--- src/sdem_pkg.sv ---
// ----------------------------------------------------------------------------
// sdem_pkg: shared types and constants of the edge map
// Frame limits, field widths, register indexes and the queue item that the
// front end hands to the back end.
// ----------------------------------------------------------------------------
package sdem_pkg;

  localparam int unsigned MaxWidth  = 1024;
  localparam int unsigned MaxHeight = 4095;

  localparam int unsigned PixW    = 8;
  localparam int unsigned ColW    = $clog2(MaxWidth);
  localparam int unsigned WidthW  = 11;
  localparam int unsigned HeightW = 12;
  // Rows run two beyond the frame while the last rows drain.
  localparam int unsigned RowW    = $clog2(MaxHeight + 2);

  localparam int unsigned CfgIdxW  = 4;
  localparam int unsigned CfgDataW = 12;

  localparam logic [CfgIdxW-1:0] CfgImageWidth  = CfgIdxW'(0);
  localparam logic [CfgIdxW-1:0] CfgImageHeight = CfgIdxW'(1);

  localparam logic [WidthW-1:0]  WidthReset  = WidthW'(640);
  localparam logic [HeightW-1:0] HeightReset = HeightW'(480);

  localparam logic FuncPixel = 1'b0;
  localparam logic FuncFlush = 1'b1;

  localparam logic [PixW-1:0] EdgeMark = 8'hFF;
  localparam logic [PixW-1:0] EdgeNone = 8'h00;
  localparam logic [PixW-1:0] MagMax   = 8'hFF;

  localparam int unsigned QueueDepth = 4;
  localparam int unsigned QueuePtrW  = $clog2(QueueDepth);

  // One classified position on its way to the back end.
  typedef struct packed {
    logic [PixW-1:0] pix;        // pixel value, zero beyond the frame
    logic [ColW-1:0] col;
    logic            par;        // parity of the input row
    logic            left_ok;    // a left neighbour exists
    logic            right_ok;   // a right neighbour exists
    logic            mag_en;     // the row above lies in the frame
    logic            res_en;     // a result is due (two rows down)
    logic            mag_up_ok;  // the result row has a row above it
    logic            last;       // final pixel of the frame
  } item_t;

endpackage

--- src/sdem_queue.sv ---
// ----------------------------------------------------------------------------
// sdem_queue: short item queue between front and back end
// A small circular buffer that lets either side stall on its own.
// ----------------------------------------------------------------------------
module sdem_queue (
  input  logic            clk_i,
  input  logic            rst_ni,
  input  logic            push_i,
  input  sdem_pkg::item_t item_i,
  output logic            full_o,
  input  logic            pop_i,
  output logic            valid_o,
  output sdem_pkg::item_t item_o
);

  sdem_pkg::item_t                store_q [sdem_pkg::QueueDepth];
  logic [sdem_pkg::QueuePtrW-1:0] wr_ptr_q, wr_ptr_d, rd_ptr_q, rd_ptr_d;
  logic [sdem_pkg::QueuePtrW:0]   count_q, count_d;
  logic                           do_push, do_pop;

  assign full_o  = (count_q == (sdem_pkg::QueuePtrW+1)'(sdem_pkg::QueueDepth));
  assign valid_o = (count_q != '0);
  assign item_o  = store_q[rd_ptr_q];

  always_comb begin
    do_push  = push_i && !full_o;
    do_pop   = pop_i && valid_o;
    wr_ptr_d = do_push ? wr_ptr_q + sdem_pkg::QueuePtrW'(1) : wr_ptr_q;
    rd_ptr_d = do_pop ? rd_ptr_q + sdem_pkg::QueuePtrW'(1) : rd_ptr_q;
    count_d  = count_q;
    if (do_push && !do_pop) begin
      count_d = count_q + (sdem_pkg::QueuePtrW+1)'(1);
    end else if (do_pop && !do_push) begin
      count_d = count_q - (sdem_pkg::QueuePtrW+1)'(1);
    end
  end

  always_ff @(posedge clk_i or negedge rst_ni) begin
    if (!rst_ni) begin
      wr_ptr_q <= '0;
      rd_ptr_q <= '0;
      count_q  <= '0;
    end else begin
      wr_ptr_q <= wr_ptr_d;
      rd_ptr_q <= rd_ptr_d;
      count_q  <= count_d;
    end
  end

  always_ff @(posedge clk_i) begin
    if (do_push) begin
      store_q[wr_ptr_q] <= item_i;
    end
  end

endmodule

--- config.mk ---
export PLATFORM = sky130hd
export DESIGN_NAME = sdem_queue
export DESIGN_NICKNAME = d
export VERILOG_FILES = /design/src/sdem_pkg.sv /design/src/sdem_queue.sv
export SDC_FILE = /design/constraint.sdc
export NUM_CORES = 1
export LEC_CHECK = 0
export ABC_AREA = 0
export BUFFER_PORTS_ARGS = -buffer_cell sky130_fd_sc_hd__clkbuf_2
export CORE_MARGIN = 2
export CORE_UTILIZATION = 61
export DETAILED_ROUTE_END_ITERATION = 8
export GPL_TIMING_DRIVEN = 0
export PLACE_DENSITY = 0.83
export SLEW_MARGIN = 25
export SYNTH_ARGS = -nofsm -noshare
export SYNTH_HDL_FRONTEND = slang
export SYNTH_SLANG_ARGS = --single-unit
--- constraint.sdc ---
create_clock -name clk_i -period 3.5 [get_ports clk_i]
set_input_delay 0.175 -clock clk_i [delete_from_list [all_inputs] [get_ports clk_i]]
set_output_delay 0.175 -clock clk_i [all_outputs]
set_load 0.01 [all_outputs]
==> flow_summary.json <==
{
  "placed_cells": 298,
  "hpwl_um": 3860,
  "start_util_pct": 63.5,
  "syn_inst": 166,
  "synth_warnings": 0,
  "syn_nets": 201,
  "numClockSinks": 107,
  "required_ns": 3.78,
  "post-route-drc-count": 5,
  "routed-via-count": 1785,
  "post-route-util_pct": 72.3,
  "p_sw_mw": 1.10,
  "rsz0062_at_grt": "false",
  "nets": 268,
  "internal_power_mw": 2.57,
  "fin_setup_tns_ns": 0,
  "nFillCells": 370,
  "first_global_vias": 1930,
  "critPathLaunchType": "register",
  "cts_made_buffers": 9,
  "slowest_stage": "dfrtp_1",
  "finalHoldViolCount": 0,
  "leakage_nw": 1.67,
  "final_cell_mix": "100 x edfxtp_1, 55 x clkbuf_2, 18 x mux4_2",
  "slew_violations": 0,
  "fin_area_um2": 4640,
  "seq_area_frac_synth_pct": 77.9,
  "p_comb_share_pct": 33.3,
  "clk_pin_slew_worst_paths_ns": 0.10,
  "critical_path_class": "register to register",
  "crit_fanout": 4,
  "area_growth_pct": 13.8,
  "critPathCaptureType": "register",
  "hp-class": "primary input to register",
  "worst_slew_pin_slew_ns": 0.673,
  "clk_path_buf_depth": 2,
  "postCtsSetupRepairBufs": 0,
  "fp-row-count": 29,
  "ant_nets": 0,
  "cts_tree": "built",
  "status": "complete, but fails checks",
  "violations": "design-rule violations",
  "dieArea_um2": 7360,
  "routed_wl_um": 6060,
  "grt_pass1_wl_um": 9570,
  "drt-wirelength-per-cell_um": 19.2,
  "total_power_mw": 3.67,
  "p_sw_share_pct": 29.9,
  "vias_per_cell": 5.67,
  "drt_iter0_drc": 143,
  "path_delay_family": "simple AND/OR/NAND/NOR gates",
  "timing.fmax_ghz": 0.469,
  "cp.buffers_inverters": 1,
  "synth_top_area_share_pct": 73.6,
  "synth.distinct_cells": 21,
  "die_w_um": 85.8,
  "clock_latency_ns": 0.36,
  "io_buffers": 55,
  "path_cells": "or3_1 -> nand2_1 -> ha_1 -> inv_1 -> fa_1 -> xor2_1 -> nor2_1 -> xor2_1",
  "arrival_ns": 2.41,
  "cts_hold_buffers": 1,
  "skew_ns": 0.0118,
  "yosys_register_bits": 107,
  "drive_above_1_share_pct": 42.4,
  "place_congestion": 0.707,
  "cts_root_buffer": "clkbuf_8",
  "ios": 56,
  "grt_max_degree": 26,
  "final_cells": 315,
  "pwr-share-seq_pct": 48.6,
  "setup_viol": 0,
  "htree_levels": 3,
  "cts-resized-gates": 0,
  "path_common_cell": "xor2_1",
  "antenna_found_initial": 0,
  "final_common_cell": "edfxtp_1",
  "avgSynthCellArea_um2": 24.6,
  "power.density_nw_per_um2": 790,
  "die_h_um": 85.8,
  "drv_cap": 0,
  "post-route-period-util_pct": 60.9,
  "cp_slowest_stage_delay_ns": 0.45,
  "syn-cell-area_um2": 4080,
  "antennaDiodeCount": 0,
  "first_pass_iters": 7,
  "grt_usage_pct": 18.1,
  "synth.area.top_cells": "edfxtp_1 74%, mux4_2 9.9%, mux4_1 4.5%, dfrtp_1 4.3%, ha_1 1.5%",
  "ir_drop_mv": 0.499,
  "placed_cell_area_um2": 4460,
  "core_um2": 6420,
  "min_period_ns": 2.13,
  "pwr-share-clk_pct": 18.1,
  "relSlewSlack_pct": 55.1,
  "gr-total-overflow": 0,
  "yosys.area.top_type": "edfxtp_1"
}
==> worst paths after layout <==
kind,from,end,slack (ns),depth (start not counted)
max,count_q[0]$_DFFE_PN0P_,count_q[2]$_DFFE_PN0P_,1.37,8
min in group asynchronous,rst_ni,count_q[1]$_DFFE_PN0P_,0.19,2
max reg2reg,count_q[0]$_DFFE_PN0P_,count_q[2]$_DFFE_PN0P_,1.37,8
max in group asynchronous,rst_ni,rd_ptr_q[0]$_DFFE_PN0P_,3.14,2
min,item_i[10],store_q[3][10]$_DFFE_PP_,0.03,1
min reg2reg,count_q[2]$_DFFE_PN0P_,count_q[2]$_DFFE_PN0P_,0.48,1
==> cell type report <==
type | instances | area [um2] | area share (%)
Clock buffer | 10 | 128 | 2.75
Clock inverter | 6 | 50.0 | 1.08
Tap cell | 77 | 96.3 | 2.07
Inverter | 3 | 11.3 | 0.242
Multi-Input combinational cell | 49 | 818 | 17.6
Buffer | 7 | 77.6 | 1.67
Sequential cell | 107 | 3180 | 68.4
Timing Repair Buffer | 56 | 285 | 6.14
==> metal layers <==
metal  part of all wire, %  global-route usage [%]
met5                     0                       0
met1                    40                    22.9
met2                    53                    30.3
met3                   6.7                    4.14
met4                  0.61                    8.23
==> synthesized netlist by cell type (all sizes together) <==
master	instances
buf	7
nor2b	1
fa	1
nor2	1
ha	5
or3	1
mux4	25
xor2	2
and2	4
mux2	2
dfrtp	7
nand2	1
nand3	1
nor3b	1
edfxtp	100
inv	3
xnor2	4
==> per-stage QoR <==
stage,hold WS [ns],setup WS (ns)
global placement,0.0183,1.22
floorplan,-0.121,1.46
global route,0.0138,1.20
CTS,0.0108,1.35
detailed placement,0.0233,1.39
finish,0.0317,1.37
==> registers in the layout, summed over array words and instances (netlist names) <==
name      flops
count_q       3
wr_ptr_q      2
store_q     100
rd_ptr_q      2
==> power by group through the flow <==
stage	clock, mW	combinational, mW	sequential, mW
floorplan	0	0.870	1.79
detailed placement	0	1.24	1.82
CTS	0.688	1.25	1.79
global placement	0	1.23	1.80
global route	0.726	1.33	1.81
finish	0.666	1.22	1.78
==> cell families after synthesis <==
kind of cell,after synthesis,share of synthesized area [%]
adders and majority gates,6,2.02
and+or+nand+nor,10,1.53
buffers and inverters,10,2.18
DFF,107,77.9
xor gates and xnor gates,6,1.29
muxes,27,15.1
Note: power is estimated with default switching activity, not from simulation.
