==> config.mk <==
export PLATFORM = sky130hd
export DESIGN_NAME = sdem_front
export DESIGN_NICKNAME = d
export VERILOG_FILES = /design/src/sdem_pkg.sv /design/src/sdem_front.sv
export SDC_FILE = /design/constraint.sdc
export NUM_CORES = 1
export LEC_CHECK = 0
export ABC_AREA = 1
export BUFFER_PORTS_ARGS = -buffer_cell sky130_fd_sc_hd__buf_2
export CAP_MARGIN = 20
export CORE_MARGIN = 5
export CORE_UTILIZATION = 55
export CTS_CLUSTER_SIZE = 24
export DETAILED_ROUTE_END_ITERATION = 8
export GPL_TIMING_DRIVEN = 0
export MAX_ROUTING_LAYER = met4
export PLACE_DENSITY = 0.82
export SKIP_CTS_REPAIR_TIMING = 1
export SYNTH_ARGS = -nofsm -noshare
export SYNTH_HDL_FRONTEND = slang
export SYNTH_SLANG_ARGS = --single-unit
export TNS_END_PERCENT = 1
==> constraint.sdc <==
create_clock -name clk_i -period 2.6 [get_ports clk_i]
set_input_delay 0.13 -clock clk_i [delete_from_list [all_inputs] [get_ports clk_i]]
set_output_delay 0.13 -clock clk_i [all_outputs]
set_load 0.05 [all_outputs]
==> src/sdem_pkg.sv <==
// ----------------------------------------------------------------------------
// sdem_pkg: shared types and constants of the edge map
// Frame limits, field widths, register indexes and the queue item that the
// front end hands to the back end.
// ----------------------------------------------------------------------------
package sdem_pkg;

  localparam int unsigned MaxWidth  = 1024;
  localparam int unsigned MaxHeight = 4095;

  localparam int unsigned PixW    = 8;
  localparam int unsigned ColW    = $clog2(MaxWidth);
  localparam int unsigned WidthW  = 11;
  localparam int unsigned HeightW = 12;
  // Rows run two beyond the frame while the last rows drain.
  localparam int unsigned RowW    = $clog2(MaxHeight + 2);

  localparam int unsigned CfgIdxW  = 4;
  localparam int unsigned CfgDataW = 12;

  localparam logic [CfgIdxW-1:0] CfgImageWidth  = CfgIdxW'(0);
  localparam logic [CfgIdxW-1:0] CfgImageHeight = CfgIdxW'(1);

  localparam logic [WidthW-1:0]  WidthReset  = WidthW'(640);
  localparam logic [HeightW-1:0] HeightReset = HeightW'(480);

  localparam logic FuncPixel = 1'b0;
  localparam logic FuncFlush = 1'b1;

  localparam logic [PixW-1:0] EdgeMark = 8'hFF;
  localparam logic [PixW-1:0] EdgeNone = 8'h00;
  localparam logic [PixW-1:0] MagMax   = 8'hFF;

  localparam int unsigned QueueDepth = 4;
  localparam int unsigned QueuePtrW  = $clog2(QueueDepth);

  // One classified position on its way to the back end.
  typedef struct packed {
    logic [PixW-1:0] pix;        // pixel value, zero beyond the frame
    logic [ColW-1:0] col;
    logic            par;        // parity of the input row
    logic            left_ok;    // a left neighbour exists
    logic            right_ok;   // a right neighbour exists
    logic            mag_en;     // the row above lies in the frame
    logic            res_en;     // a result is due (two rows down)
    logic            mag_up_ok;  // the result row has a row above it
    logic            last;       // final pixel of the frame
  } item_t;

endpackage

==> src/sdem_front.sv <==
// ----------------------------------------------------------------------------
// sdem_front: input acceptance and classification
// Holds the frame geometry and the raster position, drops early flush beats
// and tags every other beat with the neighbour and row flags it needs.
// ----------------------------------------------------------------------------
module sdem_front (
  input  logic                           clk_i,
  input  logic                           rst_ni,
  input  logic                           in_valid_i,
  output logic                           in_ready_o,
  input  logic                           func_i,
  input  logic [sdem_pkg::PixW-1:0]      pixel_i,
  input  logic                           cfg_valid_i,
  output logic                           cfg_ready_o,
  input  logic [sdem_pkg::CfgIdxW-1:0]   cfg_index_i,
  input  logic [sdem_pkg::CfgDataW-1:0]  cfg_data_i,
  input  logic                           q_full_i,
  output logic                           push_o,
  output sdem_pkg::item_t                item_o
);

  logic [sdem_pkg::WidthW-1:0]  width_q, width_d, wr_width;
  logic [sdem_pkg::HeightW-1:0] height_q, height_d, wr_height;
  logic [sdem_pkg::RowW-1:0]    row_q, row_d, h_ext;
  logic [sdem_pkg::ColW-1:0]    col_q, col_d;
  logic [sdem_pkg::WidthW-1:0]  width_m1;
  logic                         col_end, row_lt_h, row_le_h, row_end;
  logic                         accept, drop, cfg_hit;

  assign cfg_ready_o = 1'b1;
  assign in_ready_o  = !q_full_i;

  always_comb begin
    wr_width = cfg_data_i[sdem_pkg::WidthW-1:0];
    if (wr_width == '0) begin
      wr_width = sdem_pkg::WidthW'(1);
    end else if (wr_width > sdem_pkg::WidthW'(sdem_pkg::MaxWidth)) begin
      wr_width = sdem_pkg::WidthW'(sdem_pkg::MaxWidth);
    end
    wr_height = cfg_data_i[sdem_pkg::HeightW-1:0];
    if (wr_height == '0) begin
      wr_height = sdem_pkg::HeightW'(1);
    end else if (wr_height > sdem_pkg::HeightW'(sdem_pkg::MaxHeight)) begin
      wr_height = sdem_pkg::HeightW'(sdem_pkg::MaxHeight);
    end
  end

  always_comb begin
    width_m1 = width_q - sdem_pkg::WidthW'(1);
    h_ext    = sdem_pkg::RowW'(height_q);
    col_end  = (sdem_pkg::WidthW'(col_q) == width_m1);
    row_lt_h = (row_q < h_ext);
    row_le_h = (row_q <= h_ext);
    row_end  = (row_q == h_ext + sdem_pkg::RowW'(1));

    accept = in_valid_i && in_ready_o;
    // A flush beat inside the frame is swallowed without effect.
    drop   = row_lt_h && (func_i == sdem_pkg::FuncFlush);
    push_o = accept && !drop;

    item_o.pix       = row_lt_h ? pixel_i : '0;
    item_o.col       = col_q;
    item_o.par       = row_q[0];
    item_o.left_ok   = (col_q != '0);
    item_o.right_ok  = !col_end;
    item_o.mag_en    = (row_q != '0) && row_le_h;
    item_o.res_en    = (row_q >= sdem_pkg::RowW'(2));
    item_o.mag_up_ok = (row_q >= sdem_pkg::RowW'(3));
    item_o.last      = row_end && col_end;
  end

  always_comb begin
    width_d  = width_q;
    height_d = height_q;
    row_d    = row_q;
    col_d    = col_q;
    cfg_hit  = 1'b0;
    if (cfg_valid_i && cfg_ready_o) begin
      case (cfg_index_i)
        sdem_pkg::CfgImageWidth: begin
          width_d = wr_width;
          cfg_hit = 1'b1;
        end
        sdem_pkg::CfgImageHeight: begin
          height_d = wr_height;
          cfg_hit  = 1'b1;
        end
        default: cfg_hit = 1'b0;
      endcase
    end
    if (cfg_hit) begin
      row_d = '0;
      col_d = '0;
    end else if (push_o) begin
      if (col_end) begin
        col_d = '0;
        row_d = row_end ? '0 : row_q + sdem_pkg::RowW'(1);
      end else begin
        col_d = col_q + sdem_pkg::ColW'(1);
      end
    end
  end

  always_ff @(posedge clk_i or negedge rst_ni) begin
    if (!rst_ni) begin
      width_q  <= sdem_pkg::WidthReset;
      height_q <= sdem_pkg::HeightReset;
      row_q    <= '0;
      col_q    <= '0;
    end else begin
      width_q  <= width_d;
      height_q <= height_d;
      row_q    <= row_d;
      col_q    <= col_d;
    end
  end

endmodule

==> results of run 1 <==
power groups by stage:
| stage | logic, uW | registers, uW | clock network, uW |
|---|---|---|---|
| final | 1200 | 1030 | 570 |
| after CTS | 1180 | 1010 | 571 |
| after detailed placement | 1170 | 1020 | 0 |
| after global routing | 1340 | 1050 | 607 |
| after global placement | 1130 | 1020 | 0 |
| after floorplan | 825 | 1070 | 0 |
registers in the layout (all words and copies together), names as in the netlist:
name      count
width_q      11
height_q     12
row_q        13
col_q        10
routing by layer:
| layer | wire, um | vias to the layer above | part of all wire | GRT usage |
|---|---|---|---|---|
| li1 | - | 1923 | - | - |
| met1 | 4350 | 1792 | 0.42 | 0.314 |
| met2 | 4930 | 196 | 0.48 | 0.406 |
| met3 | 809 | 22 | 0.079 | 0.0451 |
| met4 | 188 | 0 | 0.018 | 0.0830 |
| met5 | 0 | - | 0 | - |
cells in the mapped netlist (8+ instances only):
cell and count:
nand4_1 20, ha_1 19, nor2_1 55, o22ai_1 8
nand2_1 128, o21ai_1 8, a21oi_1 14, o21ai_0 27
dfrtp_1 40, nand3_1 47, inv_1 88, nor3_1 9
xor2_1 18
through the flow:
step | cell area, um2 | instances | TNS (ns) | total power [uW] | worst slack (ns)
6_report | 4420 | 705 | 0 | 2800 | 0.0499
5_1_grt | 4420 | 705 | -0.292 | 3000 | -0.0926
4_1_cts | 4310 | 701 | -0.318 | 2760 | -0.186
3_5_place_dp | 4190 | 693 | 0 | 2190 | 0.165
3_3_place_gp | 4190 | 693 | 0 | 2160 | 0.187
2_1_floorplan | 3810 | 557 | 0 | 1900 | 0.0620
path summary, 6_finish.rpt:
| kind | slack, ns | endpoint | startpoint |
|---|---|---|---|
| max | 0.05 | push_o | height_q[6] |
| min | 0.09 | height_q[5] | cfg_data_i[5] |
| max reg2reg | 0.19 | row_q[12] | height_q[6] |
| min reg2reg | 0.54 | height_q[7] | height_q[7] |
| max in group asynchronous | 1.73 | width_q[7] | rst_ni |
| min in group asynchronous | 0.30 | col_q[4] | rst_ni |
cell families after synthesis:
logic type | synth area share
simple gates | 0.356
xor+xnor | 0.0576
buf+inv | 0.114
flops | 0.305
compound gates | 0.104
other cells | 0.000987
fa+ha+maj | 0.0626
worst max-delay path: cells and delay by family, from the launching register on:
family	cells	cell delay, ns
AOI/OAI and AO/OA	3	0.42
adders and majority gates	1	0.31
buffers and inverters	3	0.43
DFF	1	0.62
and+or+nand+nor	2	0.33
area by class of cell:
class / instances / area share
buffer: 15 / 0.0204
clock buffer: 5 / 0.0156
clock inverter: 3 / 0.0110
inverter: 91 / 0.0781
multi-input combinational: 404 / 0.510
sequential: 46 / 0.263
tap: 80 / 0.0226
timing repair buffer: 61 / 0.0795
==> run_results.csv, run 1 <==
group,metric,value,unit
finish,fill_cells,600,
cts,ctsRootBufferMaster,"clkbuf_8",
routing,vias,3933,
routing,remaining_drc_errors,0,
timing,final.hold.worst_slack,0.0887,ns
finish,antenna_cells,0,
global_routing,grt_antenna_before_repair,0,
yosys,synthesis.area,3800,um2
power,pwr_density_cell,635,nW/um2
yosys,synth_cell_type_count,37,
yosys,synth_top_area_cell,"dfrtp_1",
routing,drt_iter0_drc,241,
yosys,average_footprint_of_a_synthesized_cell,6.82,um2
power,power.share.clock,0.203,
floorplanning,die_w,93.1,um
floorplanning,die-area,8670,um2
critical_path,cp.arrival,2.42,ns
power,switchingPower,1270,uW
power,ir_drop,642,uV
routing,vias_per_cell,5.58,
critical_path,crit_required,2.47,ns
power,power_frac_comb,0.429,
routing,routed_wire_length_per_instance,14.6,um
finish,mostFrequentLayoutCells,"nand2_1, inv_1, buf_2",
cts,tritoncts,"yes",
timing,finalCritPeriodShare,0.981,
critical_path,endpoint_kind,"primary output",
placement,port_buffers,56,
routing,detail-route-antenna-nets,0,
floorplanning,die_h,93.1,um
yosys,syn_inst_count,557,
finish,final_core_util,0.654,
hold_path,count_of_cells_along_the_worst_hold_path,3,
finish,multi_input_area,2250,um2
finish,area_growth,16.3,%
timing,timing.final.hold_violations,0,
floorplanning,core-area,6760,um2
finish,drive_gt1_frac,0.210,
placement,dp_hpwl,7950,um
timing,setup-violations-final,0,
routing,drt_pre_antenna_iters,7,
floorplanning,io_pins,58,
finish,nets,673,
timing,grt_setup_unrepaired,"yes",
timing,finalWorstPathRequiredPeriod,2.55,ns
critical_path,cp_slowest_stage_delay,0.62,ns
power,power_switching_share,0.452,
critical_path,criticalPathCategory,"flop to primary output",
floorplanning,start_util,0.562,
critical_path,path_max_fanout,5,
finish,area.sequential,1160,um2
yosys,edff_count_synth,0,
routing,wirelength,10300,um
global_routing,grt.total_usage,0.249,
yosys,synth.net_count,606,
global_routing,grt_overflow,0,
yosys,ys_top_cells_by_area,"dfrtp_1, nand2_1, inv_1",
cts,cts-htree-levels,2,
cts,clock_latency,0.31,ns
global_routing,grt_max_degree,47,
cts,cts_max_path_buffers,2,
hold_path,hold_path_class,"input port to flop",
global_routing,global_route_wire_length_before_repair,16900,um
global_routing,first_global_vias,3693,
yosys,ys_ff_latch,46,
finish,mostFrequentLayoutCell,"nand2_1",
timing,timing_max_transition_violations_final,0,
critical_path,critical_path.startpoint_type,"flop",
outcome,outcome,"finished clean",
yosys,synthArstFlopShare,1.00,
yosys,synth_top_cell_area_share,0.263,
power,power_report.internal_total,1540,uW
cts,cts_made_buffers,5,
critical_path,rr_worst_depth,12,
critical_path,timing.critical_path.slowest_stage_cell,"dfstp_2",
timing,fin_skew,0.0148,ns
run,max_cap_violations,0,
cts,cts.sinks,46,
yosys,synth_sequential_area_ratio,0.305,
timing,fmax,392,MHz
floorplanning,row_count,30,
yosys,synth-warning-count,0,
placement,gpl.final_weighted_congestion,0.877,
power,power.leakage,0.00230,uW
critical_path,critical_path.cell_chain,"inv_1, ha_1, a21oi_1, o21ai_0, a21oi_1, nand3_1, nand2_2, clkinvlp_4, buf_2",
power,power.share.sequential,0.368,
cts,clk_transition_reported_paths,0.10,ns
yosys,synth-main-ff-cell,"dfrtp_1",
critical_path,cpMostUsedCell,"a21oi_1",
Power figures use the tool's default switching activity.
==> inputs of run 2 (changes only) <==
Settings changed: CORE_UTILIZATION 55 to 52, PLACE_DENSITY 0.82 to 0.81.
Clock period 2.6 ns to 2.2 ns, I/O delays scaled along.
==> run_results.csv, run 2 (synthesized netlist as in run 1, its figures left out) <==
group,metric,value,unit
outcome,outcome,"finished with violations",
outcome,failing_checks,"setup timing",
critical_path,critPathBufInv,3,
placement,gpl.final_weighted_congestion,0.884,
cts,cts.sinks,46,
timing,finalWorstPathRequiredPeriod,2.44,ns
floorplanning,die_h,95.5,um
floorplanning,io_pins,58,
placement,dp_hpwl,7890,um
finish,area_growth,25.2,%
finish,mostFrequentLayoutCells,"nand2_1, inv_1, nor2_1",
timing,fmax,409,MHz
critical_path,timing.critical_path.slowest_stage_cell,"dfstp_2",
finish,drive_gt1_frac,0.279,
timing,timing_max_transition_violations_final,0,
global_routing,grt_antenna_before_repair,0,
cts,ctsRootBufferMaster,"clkbuf_8",
placement,post_dp_cell_area,4240,um2
placement,port_buffers,56,
finish,biggestRegsByFlops,"row_q: 13 flops, height_q: 12 flops, width_q: 11 flops",
timing,timing_worst_slew_pin_value,0.538,ns
finish,largest_reg_flops,13,
critical_path,critical_path.startpoint_type,"flop",
floorplanning,die_w,95.5,um
finish,mostFrequentLayoutCell,"nand2_1",
power,power.leakage,0.00239,uW
run,max_cap_violations,0,
timing,fin_skew,0.0181,ns
routing,vias,3968,
critical_path,cp_slowest_stage_delay,0.60,ns
routing,routed_wire_length_per_instance,14.6,um
routing,wirelength,10700,um
routing,vias_per_cell,5.39,
routing,remaining_drc_errors,0,
global_routing,grt_max_degree,47,
cts,cts-htree-levels,2,
cts,cts_max_path_buffers,2,
finish,final_core_util,0.663,
global_routing,grt_overflow,0,
critical_path,cp.arrival,2.33,ns
global_routing,first_global_vias,3709,
routing,detail-route-antenna-nets,0,
critical_path,path_max_fanout,6,
timing,setup-violations-final,31,
floorplanning,row_count,31,
finish,register_ranked_first_by_flip_flop_count,"row_q",
critical_path,cpMostUsedCell,"a21oi_2",
critical_path,endpoint_kind,"primary output",
timing,finalCritPeriodShare,1.11,
global_routing,global_route_wire_length_before_repair,16900,um
floorplanning,die-area,9120,um2
timing,max-slew-margin-rel,0.641,
power,ir_drop,436,uV
floorplanning,start_util,0.530,
finish,antenna_cells,0,
floorplanning,core-area,7180,um2
timing,postLayoutSetupSlackWorst,-0.243,ns
cts,cts_made_buffers,5,
timing,grt_setup_unrepaired,"yes",
critical_path,crit_family,"flip-flops",
hold_path,hold_path_class,"input port to flop",
finish,nets,685,
finish,final_cell_area,4760,um2
timing,final.hold.worst_slack,0.0892,ns
power,pwr_density_cell,704,nW/um2
global_routing,grt.total_usage,0.237,
routing,drt_iter0_drc,237,
critical_path,crit_required,2.09,ns
critical_path,critical_path.cell_chain,"inv_2, ha_4, a21oi_2, o21ai_2, a21oi_2, nand3_2, nand2_4, clkinvlp_4, buf_8",
cts,tritoncts,"yes",
timing,timing.final.hold_violations,0,
routing,drt_pre_antenna_iters,5,
critical_path,criticalPathCategory,"flop to primary output",
cts,clock_latency,0.31,ns
cts,clk_transition_reported_paths,0.09,ns
-- run 2: cell count changes in the layout (fill, tap and decap cells not counted), sizes merged --
cell | previous run | this run
inv | 91 | 90
clkinv | 0 | 2
bufinv | 1 | 0
clkinvlp | 2 | 1
clkbuf | 16 | 13
buf | 64 | 79
nand2 | 135 | 136
-- run 2: per-layer routing --
| layer | GRT usage | share of wire |
|---|---|---|
| met1 | 0.296 | 0.43 |
| met2 | 0.406 | 0.51 |
| met3 | 0.0316 | 0.047 |
| met4 | 0.0640 | 0.020 |
| met5 | - | 0 |
-- run 2: power by group --
group	leakage, uW	switching [uW]	internal [uW]
Sequential	0.000577	226	999
Clock	0.0000450	304	221
Combinational	0.00177	1020	581
-- run 2: worst paths after layout --
check	depth (start not counted)	end	start	slack [ns]
worst max register to register	11	col_q[3]	height_q[6]	-0.12
worst min register to register	2	height_q[6]	height_q[6]	0.55
max in group asynchronous	3	width_q[9]	rst_ni	1.27
worst min-delay path	3	height_q[11]	cfg_data_i[11]	0.09
worst max-delay path	9	push_o	height_q[6]	-0.24
min in group asynchronous	2	row_q[4]	rst_ni	0.31
-- run 2: layout make-up --
class,instances,area (um2)
inverters,91,345
flip-flops and latches,46,1170
plain buffers,15,106
clock buffers,6,72.6
fillers,608,2420
well taps,99,124
multi-input cells,405,2440
repair buffers,72,492
clock inverters,2,10.0
-- run 2: tightest hold or removal path: cells and delay by family --
kind	cells	cell delay [ns]
buffers and inverters	2	0.16
AO/OA/AOI/OAI	1	0.08
-- run 2: metrics by stage --
stage | power (uW) | setup WS, ns | std cells | setup TNS, ns
2_1_floorplan | 2270 | -0.174 | 557 | -1.14
3_3_place_gp | 2580 | -0.151 | 712 | -3.19
3_5_place_dp | 2630 | -0.251 | 712 | -5.35
4_1_cts | 3140 | -0.547 | 720 | -9.17
5_1_grt | 3570 | -0.317 | 736 | -6.08
6_report | 3350 | -0.243 | 736 | -3.01
